## src/hw/rtl/sqs_pkg.sv

```systemverilog
package sqs_pkg;

  localparam int COORD_W   = 32;
  localparam int SLOT_W    = 6;
  localparam int INDEX_W   = 16;
  localparam int CORNER_W  = 2;
  localparam int QUAD_INDICES = 6;
  localparam int QUEUE_DEPTH  = 2;
  localparam int QUEUE_PTR_W  = 1;
  localparam int QUEUE_CNT_W  = 2;

  typedef struct packed {
    logic [31:0]        texture_id;
    logic signed [31:0] pos_x;
    logic signed [31:0] pos_y;
    logic signed [31:0] pos_z;
    logic signed [31:0] size_w;
    logic signed [31:0] size_h;
    logic [31:0]        rgba;
    logic [31:0]        uv_corner0;
    logic [31:0]        uv_corner1;
    logic [31:0]        uv_corner2;
    logic [31:0]        uv_corner3;
  } sprite_t;

  typedef struct packed {
    logic signed [31:0]   vert_x;
    logic signed [31:0]   vert_y;
    logic signed [31:0]   vert_z;
    logic [31:0]          vert_uv;
    logic [SLOT_W-1:0]    slot;
    logic [31:0]          vert_color;
    logic                 flush_before;
    logic [INDEX_W-1:0]   flushed_indices;
    logic [CORNER_W-1:0]  corner;
    logic                 last;
  } vertex_t;

  typedef struct packed {
    sprite_t             sprite;
    logic [SLOT_W-1:0]   slot;
    logic                flush;
    logic [INDEX_W-1:0]  flushed;
  } quad_req_t;

  function automatic logic [COORD_W-1:0] sat_add(input logic [COORD_W-1:0] a,
                                                  input logic [COORD_W-1:0] b);
    logic [COORD_W:0] s;
    s = {a[COORD_W-1], a} + {b[COORD_W-1], b};
    if (s[COORD_W] != s[COORD_W-1]) begin
      return s[COORD_W] ? {1'b1, {(COORD_W-1){1'b0}}} : {1'b0, {(COORD_W-1){1'b1}}};
    end
    return s[COORD_W-1:0];
  endfunction

endpackage

```

## src/hw/rtl/sprite_quad_setup_with_texture_slots.sv

```systemverilog
// Each sprite yields four vertices, one per cycle from the output register unless stalled.
// An untextured sprite skips the texture lookup; a textured one scans the slot RAM up to a hit,
// or through every slot in use on a miss, then takes a new slot, flushing a full table first.
// The lookup reads one slot RAM entry a cycle. The back end emits the queue head's vertices
// while the front end looks up the next sprite, the two overlapped through a 2-entry queue.
// Synchronous reset empties the slot table, index count, queue and output; slot RAM is not swept.
module sprite_quad_setup_with_texture_slots #(
  parameter int SLOT_COUNT = 32,
  parameter int MAX_QUADS  = 8192
) (
  input  logic             clk,
  input  logic             rst,
  input  logic             sprite_valid,
  output logic             sprite_ready,
  input  sqs_pkg::sprite_t sprite,
  output logic             vertex_valid,
  input  logic             vertex_ready,
  output sqs_pkg::vertex_t vertex
);
  import sqs_pkg::*;

  logic      push_valid;
  logic      push_ready;
  quad_req_t push_data;
  logic      head_valid;
  logic      pop;
  quad_req_t head;

  sqs_front #(.SLOT_COUNT(SLOT_COUNT), .MAX_QUADS(MAX_QUADS)) u_front (
    .clk          (clk),
    .rst          (rst),
    .sprite_valid (sprite_valid),
    .sprite_ready (sprite_ready),
    .sprite       (sprite),
    .push_valid   (push_valid),
    .push_ready   (push_ready),
    .push_data    (push_data)
  );

  sqs_queue u_queue (
    .clk        (clk),
    .rst        (rst),
    .push_valid (push_valid),
    .push_ready (push_ready),
    .push_data  (push_data),
    .head_valid (head_valid),
    .pop        (pop),
    .head       (head)
  );

  sqs_back u_back (
    .clk          (clk),
    .rst          (rst),
    .head_valid   (head_valid),
    .head         (head),
    .pop          (pop),
    .vertex_valid (vertex_valid),
    .vertex_ready (vertex_ready),
    .vertex       (vertex)
  );

endmodule

```

## src/hw/rtl/sqs_ram.sv

```systemverilog
module sqs_ram #(
  parameter int WIDTH = 32,
  parameter int DEPTH = 32
) (
  input  logic                                   clk,
  input  logic                                   we,
  input  logic [((DEPTH > 1) ? $clog2(DEPTH) : 1)-1:0] waddr,
  input  logic [WIDTH-1:0]                       wdata,
  input  logic [((DEPTH > 1) ? $clog2(DEPTH) : 1)-1:0] raddr,
  output logic [WIDTH-1:0]                       rdata
);

  logic [WIDTH-1:0] mem [DEPTH];

  always_ff @(posedge clk) begin
    if (we) begin
      mem[waddr] <= wdata;
    end
    rdata <= mem[raddr];
  end

endmodule

```

## src/hw/rtl/sqs_front.sv

```systemverilog
module sqs_front #(
  parameter int SLOT_COUNT = 32,
  parameter int MAX_QUADS  = 8192
) (
  input  logic               clk,
  input  logic               rst,
  input  logic               sprite_valid,
  output logic               sprite_ready,
  input  sqs_pkg::sprite_t   sprite,
  output logic               push_valid,
  input  logic               push_ready,
  output sqs_pkg::quad_req_t push_data
);
  import sqs_pkg::*;

  localparam int IW = (SLOT_COUNT > 1) ? $clog2(SLOT_COUNT) : 1;
  localparam int UW = $clog2(SLOT_COUNT + 1);
  localparam logic [INDEX_W-1:0] INDEX_CAP = INDEX_W'(MAX_QUADS * QUAD_INDICES);
  localparam logic [UW-1:0] FULL_COUNT = UW'(SLOT_COUNT);

  typedef enum logic [1:0] {IDLE, SCAN, MISS, PUSH} state_t;

  state_t             state;
  sprite_t            item;
  logic [IW-1:0]      chk;
  logic [UW-1:0]      slots_used;
  logic [INDEX_W-1:0] pending;
  logic [SLOT_W-1:0]  slot;
  logic               flush;
  logic [INDEX_W-1:0] flushed;

  logic [IW:0]        chk_inc;
  logic [UW-1:0]      used_inc;
  logic [31:0]        rdata;
  logic [IW-1:0]      raddr;
  logic               we;
  logic [IW-1:0]      waddr;
  logic               table_full;

  function automatic logic [INDEX_W-1:0] add_quad(input logic [INDEX_W-1:0] base);
    logic [INDEX_W:0] s;
    s = {1'b0, base} + (INDEX_W+1)'(QUAD_INDICES);
    if (s > {1'b0, INDEX_CAP}) begin
      return INDEX_CAP;
    end
    return s[INDEX_W-1:0];
  endfunction

  assign chk_inc    = {1'b0, chk} + (IW+1)'(1);
  assign used_inc   = slots_used + UW'(1);
  assign table_full = (slots_used == FULL_COUNT);
  assign raddr      = (state == SCAN) ? chk_inc[IW-1:0] : '0;
  assign we         = (state == MISS);
  assign waddr      = table_full ? '0 : slots_used[IW-1:0];

  sqs_ram #(.WIDTH(32), .DEPTH(SLOT_COUNT)) u_slot_ram (
    .clk   (clk),
    .we    (we),
    .waddr (waddr),
    .wdata (item.texture_id),
    .raddr (raddr),
    .rdata (rdata)
  );

  assign sprite_ready      = (state == IDLE);
  assign push_valid        = (state == PUSH);
  assign push_data.sprite  = item;
  assign push_data.slot    = slot;
  assign push_data.flush   = flush;
  assign push_data.flushed = flushed;

  always_ff @(posedge clk) begin
    if (rst) begin
      state      <= IDLE;
      slots_used <= '0;
      pending    <= '0;
    end else begin
      unique case (state)
        IDLE: begin
          if (sprite_valid) begin
            item    <= sprite;
            chk     <= '0;
            flush   <= 1'b0;
            flushed <= '0;
            if (sprite.texture_id == '0) begin
              slot    <= '0;
              pending <= add_quad(pending);
              state   <= PUSH;
            end else if (slots_used == '0) begin
              state <= MISS;
            end else begin
              state <= SCAN;
            end
          end
        end
        SCAN: begin
          if (rdata == item.texture_id) begin
            slot    <= SLOT_W'(chk_inc);
            pending <= add_quad(pending);
            state   <= PUSH;
          end else if (UW'(chk_inc) == slots_used) begin
            state <= MISS;
          end else begin
            chk <= chk_inc[IW-1:0];
          end
        end
        MISS: begin
          if (table_full) begin
            flush      <= 1'b1;
            flushed    <= pending;
            pending    <= add_quad('0);
            slots_used <= UW'(1);
            slot       <= SLOT_W'(1);
          end else begin
            pending    <= add_quad(pending);
            slots_used <= used_inc;
            slot       <= SLOT_W'(used_inc);
          end
          state <= PUSH;
        end
        PUSH: begin
          if (push_ready) begin
            state <= IDLE;
          end
        end
        default: state <= IDLE;
      endcase
    end
  end

endmodule

```

## src/hw/rtl/sqs_queue.sv

```systemverilog
module sqs_queue (
  input  logic               clk,
  input  logic               rst,
  input  logic               push_valid,
  output logic               push_ready,
  input  sqs_pkg::quad_req_t push_data,
  output logic               head_valid,
  input  logic               pop,
  output sqs_pkg::quad_req_t head
);
  import sqs_pkg::*;

  quad_req_t              entries [QUEUE_DEPTH];
  logic [QUEUE_PTR_W-1:0] wptr;
  logic [QUEUE_PTR_W-1:0] rptr;
  logic [QUEUE_CNT_W-1:0] count;
  logic                   do_push;
  logic                   do_pop;

  assign push_ready = (count != QUEUE_CNT_W'(QUEUE_DEPTH));
  assign head_valid = (count != '0);
  assign head       = entries[rptr];
  assign do_push    = push_valid && push_ready;
  assign do_pop     = pop && head_valid;

  always_ff @(posedge clk) begin
    if (do_push) begin
      entries[wptr] <= push_data;
    end
    if (rst) begin
      wptr  <= '0;
      rptr  <= '0;
      count <= '0;
    end else begin
      if (do_push) begin
        wptr <= wptr + QUEUE_PTR_W'(1);
      end
      if (do_pop) begin
        rptr <= rptr + QUEUE_PTR_W'(1);
      end
      if (do_push && !do_pop) begin
        count <= count + QUEUE_CNT_W'(1);
      end else if (do_pop && !do_push) begin
        count <= count - QUEUE_CNT_W'(1);
      end
    end
  end

endmodule

```

## src/hw/rtl/sqs_back.sv

```systemverilog
module sqs_back (
  input  logic               clk,
  input  logic               rst,
  input  logic               head_valid,
  input  sqs_pkg::quad_req_t head,
  output logic               pop,
  output logic               vertex_valid,
  input  logic               vertex_ready,
  output sqs_pkg::vertex_t   vertex
);
  import sqs_pkg::*;

  logic [CORNER_W-1:0] cnt;
  logic                load;
  logic [COORD_W-1:0]  xw;
  logic [COORD_W-1:0]  yh;
  vertex_t             vert_next;

  assign load = (!vertex_valid || vertex_ready) && head_valid;
  assign pop  = load && (cnt == CORNER_W'(3));
  assign xw   = sat_add(head.sprite.pos_x, head.sprite.size_w);
  assign yh   = sat_add(head.sprite.pos_y, head.sprite.size_h);

  always_comb begin
    vert_next.vert_x = head.sprite.pos_x;
    vert_next.vert_y = head.sprite.pos_y;
    vert_next.vert_uv = head.sprite.uv_corner0;
    case (cnt)
      2'd1: begin
        vert_next.vert_y  = yh;
        vert_next.vert_uv = head.sprite.uv_corner1;
      end
      2'd2: begin
        vert_next.vert_x  = xw;
        vert_next.vert_y  = yh;
        vert_next.vert_uv = head.sprite.uv_corner2;
      end
      2'd3: begin
        vert_next.vert_x  = xw;
        vert_next.vert_uv = head.sprite.uv_corner3;
      end
      default: begin
      end
    endcase
    vert_next.vert_z          = head.sprite.pos_z;
    vert_next.slot            = head.slot;
    vert_next.vert_color      = (head.sprite.texture_id == '0) ? head.sprite.rgba : '0;
    vert_next.flush_before    = (cnt == '0) && head.flush;
    vert_next.flushed_indices = (cnt == '0) ? head.flushed : '0;
    vert_next.corner          = cnt;
    vert_next.last            = (cnt == CORNER_W'(3));
  end

  always_ff @(posedge clk) begin
    if (load) begin
      vertex <= vert_next;
    end
    if (rst) begin
      vertex_valid <= 1'b0;
      cnt          <= '0;
    end else if (load) begin
      vertex_valid <= 1'b1;
      cnt          <= cnt + CORNER_W'(1);
    end else if (vertex_ready) begin
      vertex_valid <= 1'b0;
    end
  end

endmodule

```

## config.mk

```make
export PLATFORM = sky130hd
export DESIGN_NAME = sprite_quad_setup_with_texture_slots
export DESIGN_NICKNAME = d
export VERILOG_FILES = /design/src/hw/rtl/sqs_pkg.sv /design/src/hw/rtl/sprite_quad_setup_with_texture_slots.sv /design/src/hw/rtl/sqs_ram.sv /design/src/hw/rtl/sqs_front.sv /design/src/hw/rtl/sqs_queue.sv /design/src/hw/rtl/sqs_back.sv
export SDC_FILE = /design/constraint.sdc
export NUM_CORES = 2
export LEC_CHECK = 0
export BUFFER_PORTS_ARGS = -buffer_cell sky130_fd_sc_hd__clkbuf_2
export CAP_MARGIN = 20
export CORE_ASPECT_RATIO = 0.8
export CORE_UTILIZATION = 45
export CTS_CLUSTER_DIAMETER = 120
export DETAILED_ROUTE_END_ITERATION = 12
export GPL_ROUTABILITY_DRIVEN = 0
export MAX_ROUTING_LAYER = met4
export PLACE_DENSITY = 0.61
export SLEW_MARGIN = 15
export SYNTH_ARGS = -nofsm -noshare
export SYNTH_HDL_FRONTEND = slang
export SYNTH_SLANG_ARGS = --single-unit
```

## constraint.sdc

```tcl
create_clock -name clk -period 16.5 [get_ports clk]
set_input_delay 2.475 -clock clk [delete_from_list [all_inputs] [get_ports clk]]
set_output_delay 2.475 -clock clk [all_outputs]
set_load 0.05 [all_outputs]
```

==> results.yml <==
job:
  max_cap_viol_count: 0
power:
  leakage_uw: 0.03494
  powerDensity_nw_per_um2: 144.9
  peakVddDrop_uv: 112.1
detailed_routing:
  drc_errors: 0
  final_antenna_net_count: 0
  viasPerCell: 5.811
  wire_per_inst_um: 26.17
  drt_iter0_drc: 7032
  finalWirelength_um: 236700
  num_vias: 52560
  drtPass1Iterations: 6
finish:
  stdcell_count: 9044
  utilization_pct: 52.16
  multi_input_area_um2: 18660
  layout-drive-gt1-share_pct: 19.80
  fillerInstances: 16340
  area_growth_syn_to_layout_pct: 14.74
  seq_area_um2: 71550
  finalNetCount: 6587
timing:
  drv_slew: 0
  period_needed_ns: 5.816
  finalWorstSetupSlack_ns: 10.68
  fin_tns_setup_ns: 0
  min_period_over_period_pct: 35.25
  hold_viol: 0
  fmax_ghz: 0.1719
  tightest_slew_ns: 1.115
  finalSetupViolCount: 0
  rsz0062_at_grt: "no"
  relSlewSlack_pct: 25.69
  skew_ns: 0.04512
setup_path:
  cp_max_fo: 55
  r2r_setup_slack_ns: 10.68
  endpoint_kind: "register"
  arrival_ns: 6.39
  crit_required_ns: 17.07
  criticalPathCategory: "reg2reg"
  critPathLaunchType: "register"
global_route:
  grt_antenna_before_repair: 20
  track_usage_pct: 23.31
  grt_pass1_vias: 49960
  grt_start_max_net_pins: 201
  grt.overflow.total: 0
  grt_pass1_wl_um: 342300
logic_synthesis:
  ys_ff_latch: 2404
  synth_area_per_cell_um2: 16.38
  synthCells: 5590
  syn_area_um2: 91550
  synth_fp_nets: 6030
  synth-seq-area-share_pct: 78.15
  synth_cell_types: 78
  ys_dominant_reg_cell: "edfxtp_1"
  ys.warnings.count: 0
  async_flop_share_pct: 0
  synth_edf_count: 2340
clock_network:
  cts_hold_buf: 0
  cts_sinks: 2404
  cts_setup_buffers: 0
  insertion_delay_ns: 0.86
  tritoncts: "done"
  cts_root_buffer: "clkbuf_16"
  cts_htree_levels: 4
  cts_resized: 0
  clk_path_buf_depth: 3
  cts_inserted_buffers: 225
  clk_pin_slew_ns: 0.06
floorplan:
  die_h_um: 405.4
  die-area_um2: 205300
  initial_core_util_pct: 45.46
  num_rows: 147
  num_io_pins: 544
  die_w_um: 506.3
  coreArea_um2: 201400
place:
  dp_slack_ns: 10.16
  io_buffers: 543
  dp.cells: 8602
  dp_hpwl_um: 134700
min_path:
  hp-class: "reg2reg"
  holdCritStartpoint: "u_front.push_data[64]"
outcome:
  status: "finished clean"
-- Yosys cell counts (10+ instances only) --
library cell  instances  area, um2
buf_1                31      116.4
and2_1               21      131.4
xor2_1               42      367.9
o21ai_0              62      310.3
a21o_1               26      195.2
mux4_2               32      720.7
nand3_1             284       1421
mux2_2              167       1881
mux2i_1              55      550.5
nand2b_1             13      81.33
o221ai_1            259       2268
o31ai_1              36      270.3
or3_1                11      68.82
a311oi_1            102      893.4
maj3_1               19      190.2
nor2_1              160      600.6
a211o_1              16      140.1
a31oi_1              45      281.5
a21oi_1             256       1281
nor3_1               34      170.2
nor4_1               36      225.2
dfxtp_1              64       1281
edfxtp_1           2340      70270
o2bb2ai_1            10      87.58
ha_1                 82       1026
nand2_1             645       2421
nand4_1              28      175.2
buf_2                12      60.06
inv_1               110      412.9
xnor2_1              61      534.3
clkbuf_1            284       1066
o21a_1               12      90.09
o211ai_1             17      127.6
and3_1               13      81.33
nor2b_1              26      162.7
a222oi_1             64      640.6
-- power by group --
part | leakage [uW] | internal (uW) | switching [uW] | total, uW
Sequential | 0.0217 | 7300 | 182 | 7480
Clock | 0.00354 | 2820 | 2280 | 5100
Combinational | 0.00970 | 712 | 1930 | 2640
Total | 0.0349 | 10800 | 4390 | 15200
-- cell usage in the layout, fill, tap and decap left out, types with 61 or more instances in the layout --
cell | netlist | final
xnor2_1 | 61 | 61
mux2_2 | 167 | 167
nand3_1 | 284 | 284
nor2_1 | 160 | 126
o221ai_1 | 259 | 259
a311oi_1 | 102 | 102
edfxtp_1 | 2340 | 2340
nand2_1 | 645 | 643
clkbuf_2 | 0 | 543
dfxtp_1 | 64 | 63
a21oi_1 | 256 | 255
clkbuf_16 | 0 | 225
inv_1 | 110 | 109
buf_4 | 0 | 107
a222oi_1 | 64 | 64
ha_1 | 82 | 77
o21ai_0 | 62 | 62
-- state kept, by name (all words and copies together) (netlist names), 5 cells and up, named ones only --
name	flops
u_front.pending	16
u_front.push_data	352
u_front.flushed	16
u_front.u_slot_ram.rdata	32
u_front.slot	6
u_front.u_slot_ram.mem	1024
u_queue.entries	750
u_back.vertex	186
u_front.slots_used	6
u_front.chk	5
-- cell type report --
| class | count | area share [%] |
|---|---|---|
| flip-flops and latches | 2404 | 68.11 |
| multi-input cells | 2745 | 17.76 |
| clock buffers | 295 | 5.753 |
| repair buffers | 658 | 3.504 |
| well taps | 2682 | 3.194 |
| clock inverters | 130 | 1.208 |
| inverters | 113 | 0.4228 |
| diodes | 17 | 0.04050 |
-- final timing paths --
check / endpoint / cells past startpoint
worst max-delay path: u_back.vertex[176] / 13
worst max register to register: u_back.vertex[176] / 13
worst min-delay path: u_queue.entries[1][64] / 0
worst min register to register: u_queue.entries[1][64] / 0
-- worst max-delay path, cell delays in order, from the launching register on --
cell      delay (ns)
dfxtp_4         0.64
buf_4           0.71
mux2i_1         0.39
inv_1           0.08
ha_1            0.30
a211oi_1        0.34
o21ai_0         0.29
o211ai_1        0.35
a211oi_1        0.19
o211a_1         0.25
o211ai_2        0.44
o21a_1          0.74
nand2b_1        0.52
o211ai_1        0.19
-- stage by stage --
step / cell area [um2] / power (uW) / hold WS (ns)
3_3_place_gp: 97690 / 10200 / 0.4218
3_5_place_dp: 97690 / 10240 / 0.4298
5_1_grt: 105000 / 15760 / 0.3997
6_report: 105100 / 15220 / 0.4246
4_1_cts: 105000 / 15310 / 0.4132
2_1_floorplan: 91550 / 9390 / 0.4215
-- per-layer routing --
layer  routed length [um]  global-route usage (%)  vias to the layer above
li1                     -                       -                    23200
met4                 5686                   5.974                        0
met2               112600                   36.08                     2277
met1               100400                   32.24                    26740
met3                17940                   3.814                      335
met5                    0                       -                        -
-- logic make-up after synthesis --
| kind of cell | share of synthesized area (%) |
|---|---|
| flops | 78.15 |
| simple gates | 6.315 |
| compound gates | 7.901 |
| buf+inv | 1.833 |
| mux | 3.443 |
| xor+xnor | 0.9854 |
| fa+ha+maj | 1.372 |
No activity file was read; power rests on OpenSTA's default activity.
